<file path="src/hdl/msd_pkg.sv">
// Shared types and constants of the multi-tap sinc crossfade delay.
package msd_pkg;

  // pi and 1/pi in Q30
  localparam logic [31:0] PI_Q30     = 32'd3373259426;
  localparam logic [31:0] INV_PI_Q30 = 32'd341782638;

  // tap weight: signed Q20 in this many bits
  localparam int W_BITS = 22;
  localparam logic signed [W_BITS-1:0] W_ONE = 22'sh100000;

  // signed width of a raw read position before wrapping
  localparam int POS_W = 28;

  // register indexes on the configuration port
  localparam logic [1:0] REG_TAP_PAIRS    = 2'd0;
  localparam logic [1:0] REG_FIRST_DELAY  = 2'd1;
  localparam logic [1:0] REG_SECOND_DELAY = 2'd2;

  typedef struct packed {
    logic [2:0]  tap_pairs;
    logic [19:0] first_delay;
    logic [19:0] second_delay;
  } msd_cfg_t;

  // back end to front end
  typedef struct packed {
    logic pop;
    logic store_ready;
  } msd_ctl_t;

endpackage

</file>
<file path="src/hdl/msd_front.sv">
// Front end: takes requests, quantizes blend, holds them in a two-entry queue.
module msd_front #(
  parameter int SAMPLE_BITS     = 24,
  parameter int SINC_TABLE_BITS = 10
) (
  input  logic                          clk,
  input  logic                          rst,
  input  logic                          in_valid,
  output logic                          in_ready,
  input  logic signed [SAMPLE_BITS-1:0] sample_in,
  input  logic [16:0]                   blend,
  input  msd_pkg::msd_ctl_t             ctl,
  output logic                          q_valid,
  output logic signed [SAMPLE_BITS-1:0] q_sample,
  output logic [SINC_TABLE_BITS:0]      q_alpha
);
  import msd_pkg::*;

  localparam int TB = SINC_TABLE_BITS;

  logic signed [SAMPLE_BITS-1:0] qs [2];
  logic [TB:0]                   qa [2];
  logic                          wptr;
  logic                          rptr;
  logic [1:0]                    cnt;
  logic                          push;
  logic [16:0]                   alpha;
  logic [TB+17:0]                scaled;

  // clamp to one, then round half up to the table grid
  assign alpha  = (blend > 17'd65536) ? 17'd65536 : blend;
  assign scaled = {1'b0, alpha, {TB{1'b0}}} + (TB+18)'(32768);

  assign in_ready = ctl.store_ready && (cnt != 2'd2);
  assign push     = in_valid && in_ready;
  assign q_valid  = (cnt != 2'd0);
  assign q_sample = qs[rptr];
  assign q_alpha  = qa[rptr];

  always_ff @(posedge clk) begin
    if (push) begin
      qs[wptr] <= sample_in;
      qa[wptr] <= scaled[TB+16:16];
    end
  end

  always_ff @(posedge clk) begin
    if (rst) begin
      wptr <= 1'b0;
      rptr <= 1'b0;
      cnt  <= 2'd0;
    end else begin
      if (push) begin
        wptr <= ~wptr;
      end
      if (ctl.pop) begin
        rptr <= ~rptr;
      end
      unique case ({push, ctl.pop})
        2'b10:   cnt <= cnt + 2'd1;
        2'b01:   cnt <= cnt - 2'd1;
        default: cnt <= cnt;
      endcase
    end
  end
endmodule

</file>
<file path="config.mk">
export PLATFORM = sky130hd
export DESIGN_NAME = msd_front
export DESIGN_NICKNAME = d
export VERILOG_FILES = /design/src/hdl/msd_pkg.sv /design/src/hdl/msd_front.sv
export SDC_FILE = /design/constraint.sdc
export NUM_CORES = 1
export LEC_CHECK = 0
export BUFFER_PORTS_ARGS = -buffer_cell sky130_fd_sc_hd__buf_2
export CAP_MARGIN = 0
export CORE_MARGIN = 2
export CORE_UTILIZATION = 40
export DETAILED_ROUTE_END_ITERATION = 10
export PLACE_DENSITY = 0.66
export SYNTH_ARGS = -nofsm -noshare
export SYNTH_HDL_FRONTEND = slang
export SYNTH_SLANG_ARGS = --single-unit
</file>
<file path="constraint.sdc">
create_clock -name clk -period 3.1 [get_ports clk]
set_input_delay 0.31 -clock clk [delete_from_list [all_inputs] [get_ports clk]]
set_output_delay 0.31 -clock clk [all_outputs]
set_load 0.02 [all_outputs]
</file>
# After elaboration in Yosys (flattened, before gate mapping)
# Memories as Yosys holds them, arrays and structs flattened. A register that Yosys moved wholly into a read port is not among the register bits.
# Index checks and enable logic that the tools add are counted.
op_classes:
  add_sub_neg: 3
  n_lt_le_gt_ge: 1
  n_eq_ne: 3
  muxes: 8
  n_bitwise: 2
  n_reduce_logical: 4
op_table:
  columns: ["operator", "count"]
  rows:
  - ["27-bit by 16-bit adder with 27-bit output, second input constant", 1]
  - ["17-bit greater-than comparator, second input constant", 1]
  - ["17-bit two-way mux", 1]
  - ["1-bit two-way mux", 6]
  - ["2-bit case mux with 2 select lines", 1]
  - ["2-bit nonzero test", 2]
  - ["2-bit by 1-bit adder with 2-bit output, second input constant", 1]
  - ["2-bit by 1-bit equality test with 1-bit output, second input constant", 1]
  - ["2-bit equality test, second input constant", 1]
  - ["1-bit logical AND", 2]
  - ["2-bit inequality test, second input constant", 1]
  - ["1-bit NOT", 2]
  - ["2-bit by 1-bit subtractor with 2-bit output, second input constant", 1]
word_totals:
  reg_bits: 4
  mem_bits_rw: 70
  in_bits: 46
  out_inout_bits: 37
  wordCells: 26
  memories: 2
memory_table:
  columns: ["memory", "words", "width", "read_ports", "rd_clocked_by_memory_dff", "write_ports", "line_no", "text"]
  rows:
  - ["qs", 2, 24, 1, 1, 1, "msd_front.sv:21", "logic signed [SAMPLE_BITS-1:0] qs [2];"]
  - ["qa", 2, 11, 1, 1, 1, "msd_front.sv:22", "logic [TB:0] qa [2];"]

# Depth between registers and ports, before layout
logic_depth:
  ltp_word: 5
  ltp_mapped: 6
  depth_no_buf: 6

# Worst setup path before layout
# No wires, ideal clock.
synth_timing:
  kind: "register to register"
  startpoint: "reg cnt[0]"
  endpoint: "mem qa[1][0] (netlist name), enable pin"
  t_arrival_ns: 2.114
  required_time_ns: 2.673
  path_slack_ns: 0.558
  path_stages_with_launch: 4
  n_path_buf: 0
  synth_period_minus_slack_ns: 2.542
  cell_sequence: "dfxtp_1 > nand2b_1 > nand3_1 > nor2_1"
synth_via:
  elab_chain_cells: 5
synth_rtl:
  columns: ["item", "line_no", "text"]
  rows:
  - ["start, declared", "msd_front.sv:25", "logic [1:0] cnt;"]
  - ["start signal, assigned", "msd_front.sv:60", "2'b10: cnt <= cnt + 2'd1;"]
  - ["start signal, assigned", "msd_front.sv:61", "2'b01: cnt <= cnt - 2'd1;"]
  - ["start signal, assigned", "msd_front.sv:62", "default: cnt <= cnt;"]
  - ["2-bit inequality test", "msd_front.sv:34", "assign in_ready = ctl.store_ready && (cnt != 2'd2);"]
  - ["1-bit logical AND", "msd_front.sv:34", null]
  - ["1-bit logical AND", "msd_front.sv:35", "assign push = in_valid && in_ready;"]
  - ["1-bit two-way mux", "msd_front.sv:41", "if (push) begin"]
  - ["1-bit two-way mux (implied by the code)", "msd_front.sv:43", "qa[wptr] <= scaled[TB+16:16];"]
  - ["end, declared", "msd_front.sv:22", null]
# No other way between the ends.

==> results.py <==
metrics = {
    "run_status": {
        "outcome": "completed",
    },
    "clock_network": {
        "cts_sinks": 75,
        "cts_tree": "done",
        "htreeDepth": 3,
        "post_cts_resized": 0,
        "post_cts_buffers": 0,
        "clk_latency_ns": 0.33,
        "cts_hold_buf": 0,
        "root_buffer": "clkbuf_8",
        "cts_buffer_depth": 2,
        "cts_made_buffers": 9,
        "clk_pin_slew_worst_paths_ns": 0.07,
    },
    "placement": {
        "routabilityCongestion": 0.7778,
        "post-dp-hpwl_um": 3481,
        "port_buffers": 82,
        "dp_cells": 361,
    },
    "floorplan": {
        "initial_core_util_pct": 41.59,
        "dieArea_um2": 8338,
        "chipHeight_um": 91.31,
        "coreArea_um2": 7331,
        "die_x_um": 91.31,
        "rows": 31,
        "io_pins": 83,
    },
    "synthesis": {
        "netlist_area_um2": 3049,
        "synth_cells": 182,
        "avgSynthCellArea_um2": 16.75,
        "synth.area.top_cells": "edfxtp_1 69%, mux2_2 13%, dfxtp_1 3.3%",
        "syn_nets": 230,
        "ys_seq_area_share_pct": 72.22,
        "yosysUniqueCellTypes": 31,
        "netlist.top_cell.by_area": "edfxtp_1",
        "synth_top_cells_by_count": "70 x edfxtp_1, 35 x mux2_2, 8 x a21oi_1, 6 x nor2_1",
        "async_flop_share_pct": 0,
        "synth-main-ff-cell": "edfxtp_1",
        "synth_edf_count": 70,
        "ys_seq_elements": 75,
        "yosysTopAreaCellShare_pct": 68.94,
        "yosysMostFrequentCell": "edfxtp_1",
        "ys_warn_count": 0,
    },
    "setup_path": {
        "end_kind": "output port",
        "start_kind": "flip-flop",
        "reg2reg_to": "qs[1][23]",
        "reg2reg_depth": 4,
        "critPathArrivalTime_ns": 1.83,
        "rrSetupSlack_ns": 1.26,
        "r2r_start": "cnt[0]",
        "critPathKind": "reg -> out",
        "crit_required_ns": 2.79,
        "worstPathMaxFanout": 35,
    },
    "power_and_ir_drop": {
        "p_leak_nw": 1.388,
        "power_mw": 2.154,
        "power_density_nw_per_um2": 570.9,
        "vdd_ir_drop_max_mv": 0.2120,
    },
    "cells_and_area": {
        "diodes": 0,
        "utilization_pct": 51.48,
        "nets": 321,
        "areaGrowthSynthToFinish_pct": 23.76,
        "drive_above_1_share_pct": 49.46,
        "instances_no_fill": 376,
    },
    "sta": {
        "slew_viol_final": 0,
        "skew_ns": 0.004113,
        "slew_headroom_pct": 42.00,
        "worst_pin_slew_ns": 0.8699,
        "min_period_ns": 2.139,
        "finalSetupViolations": 0,
        "period_share_pct": 68.99,
        "max_freq_mhz": 467.6,
        "hold_viol_final": 0,
        "grt_setup_unrepaired": "false",
        "fin_tns_setup_ns": 0,
    },
    "detailed_routing": {
        "vias": 1796,
        "drc": 0,
        "drtIter0Drc": 43,
        "drt_pre_antenna_iters": 4,
        "routed_wl_um": 5183,
        "drtAntennaViolNets": 0,
        "post_drt_via_cell_ratio": 4.777,
        "wl_per_cell_um": 13.78,
    },
    "hold_path": {
        "hold_start": "sample_in[6]",
        "hold_path_class": "in -> reg",
        "hold_path_end": "qs[1][6]",
        "holdPathStages": 1,
    },
    "global_routing": {
        "grt_max_degree": 36,
        "antenna_found_initial": 0,
        "grt_overflow": 0,
        "grt_pass1_vias": 1746,
        "grt_usage_pct": 12.94,
        "grt_pass1_wl_um": 8190,
    },
    "run": {
        "drv_cap": 0,
    },
}
==> critical path: stages, from the launching register on <==
cell	delay, ns
dfxtp_2	0.90
mux2_2	0.43
buf_2	0.16
==> report_power, final <==
group	internal [mW]	leakage [nW]	switching [mW]
Clock	0.357	0.0863	0.308
Combinational	0.129	0.615	0.167
Sequential	1.16	0.687	0.0303
Total	1.65	1.39	0.506
==> sequential cells by signal, indices dropped and copies added (netlist names), named ones only <==
name / cells
qs: 48
rptr: 1
cnt: 2
qa: 22
wptr: 1
==> per-layer routing <==
| metal | GRT usage [%] | part of all wire [%] |
|---|---|---|
| met1 | 15.91 | 44 |
| met4 | 7.576 | 2.1 |
| met2 | 20.19 | 47 |
| met5 | 0 | 0 |
| met3 | 3.900 | 7.4 |
==> placed cells by master (no fill, tap or decap), types with 4 or more instances in the layout <==
master	count
clkbuf_8	9
dfxtp_1	4
a21oi_1	8
inv_1	5
nor4_1	4
buf_2	82
nor2_1	5
clkinv_1	4
mux2_2	35
edfxtp_1	70
o21ai_0	4
nand3_1	5
==> final cells by class <==
| type | instances | area [um2] |
|---|---|---|
| Clock inverter | 5 | 45.04 |
| Fill cell | 630 | 3557 |
| Inverter | 5 | 18.77 |
| Tap cell | 99 | 123.9 |
| Multi-Input combinational cell | 98 | 817.0 |
| Timing Repair Buffer | 84 | 437.9 |
| Clock buffer | 10 | 127.6 |
| Sequential cell | 75 | 2203 |
==> cell families after synthesis <==
logic type	Yosys count	synth area share, %
AND/OR/NAND/NOR	36	7.017
XOR/XNOR	5	1.436
buffers and inverters	9	1.231
multiplexers	35	12.93
AO/OA/AOI/OAI	20	4.350
flip-flops	75	72.22
adder cells (fa/ha/maj)	2	0.8205
==> through the flow <==
step / worst slack [ns] / hold WS [ns] / area, um2
global route: 0.8664 / 0.1520 / 3774
floorplan: 0.5584 / 0.3791 / 3049
CTS: 0.8984 / 0.1525 / 3774
finish: 0.9614 / 0.1660 / 3774
detailed placement: 1.229 / 0.4938 / 3601
global placement: 1.284 / 0.4859 / 3601
==> worst max-delay path by stage <==
| stage | to | cells after the start |
|---|---|---|
| after floorplan | qa[1][0] | 3 |
| after global placement | q_alpha[7] | 2 |
| after detailed placement | qs[1][6] | 4 |
| after CTS | q_alpha[7] | 2 |
| after global routing | q_alpha[7] | 2 |
| final | q_alpha[7] | 2 |
Note: power is estimated with default switching activity, not from simulation.
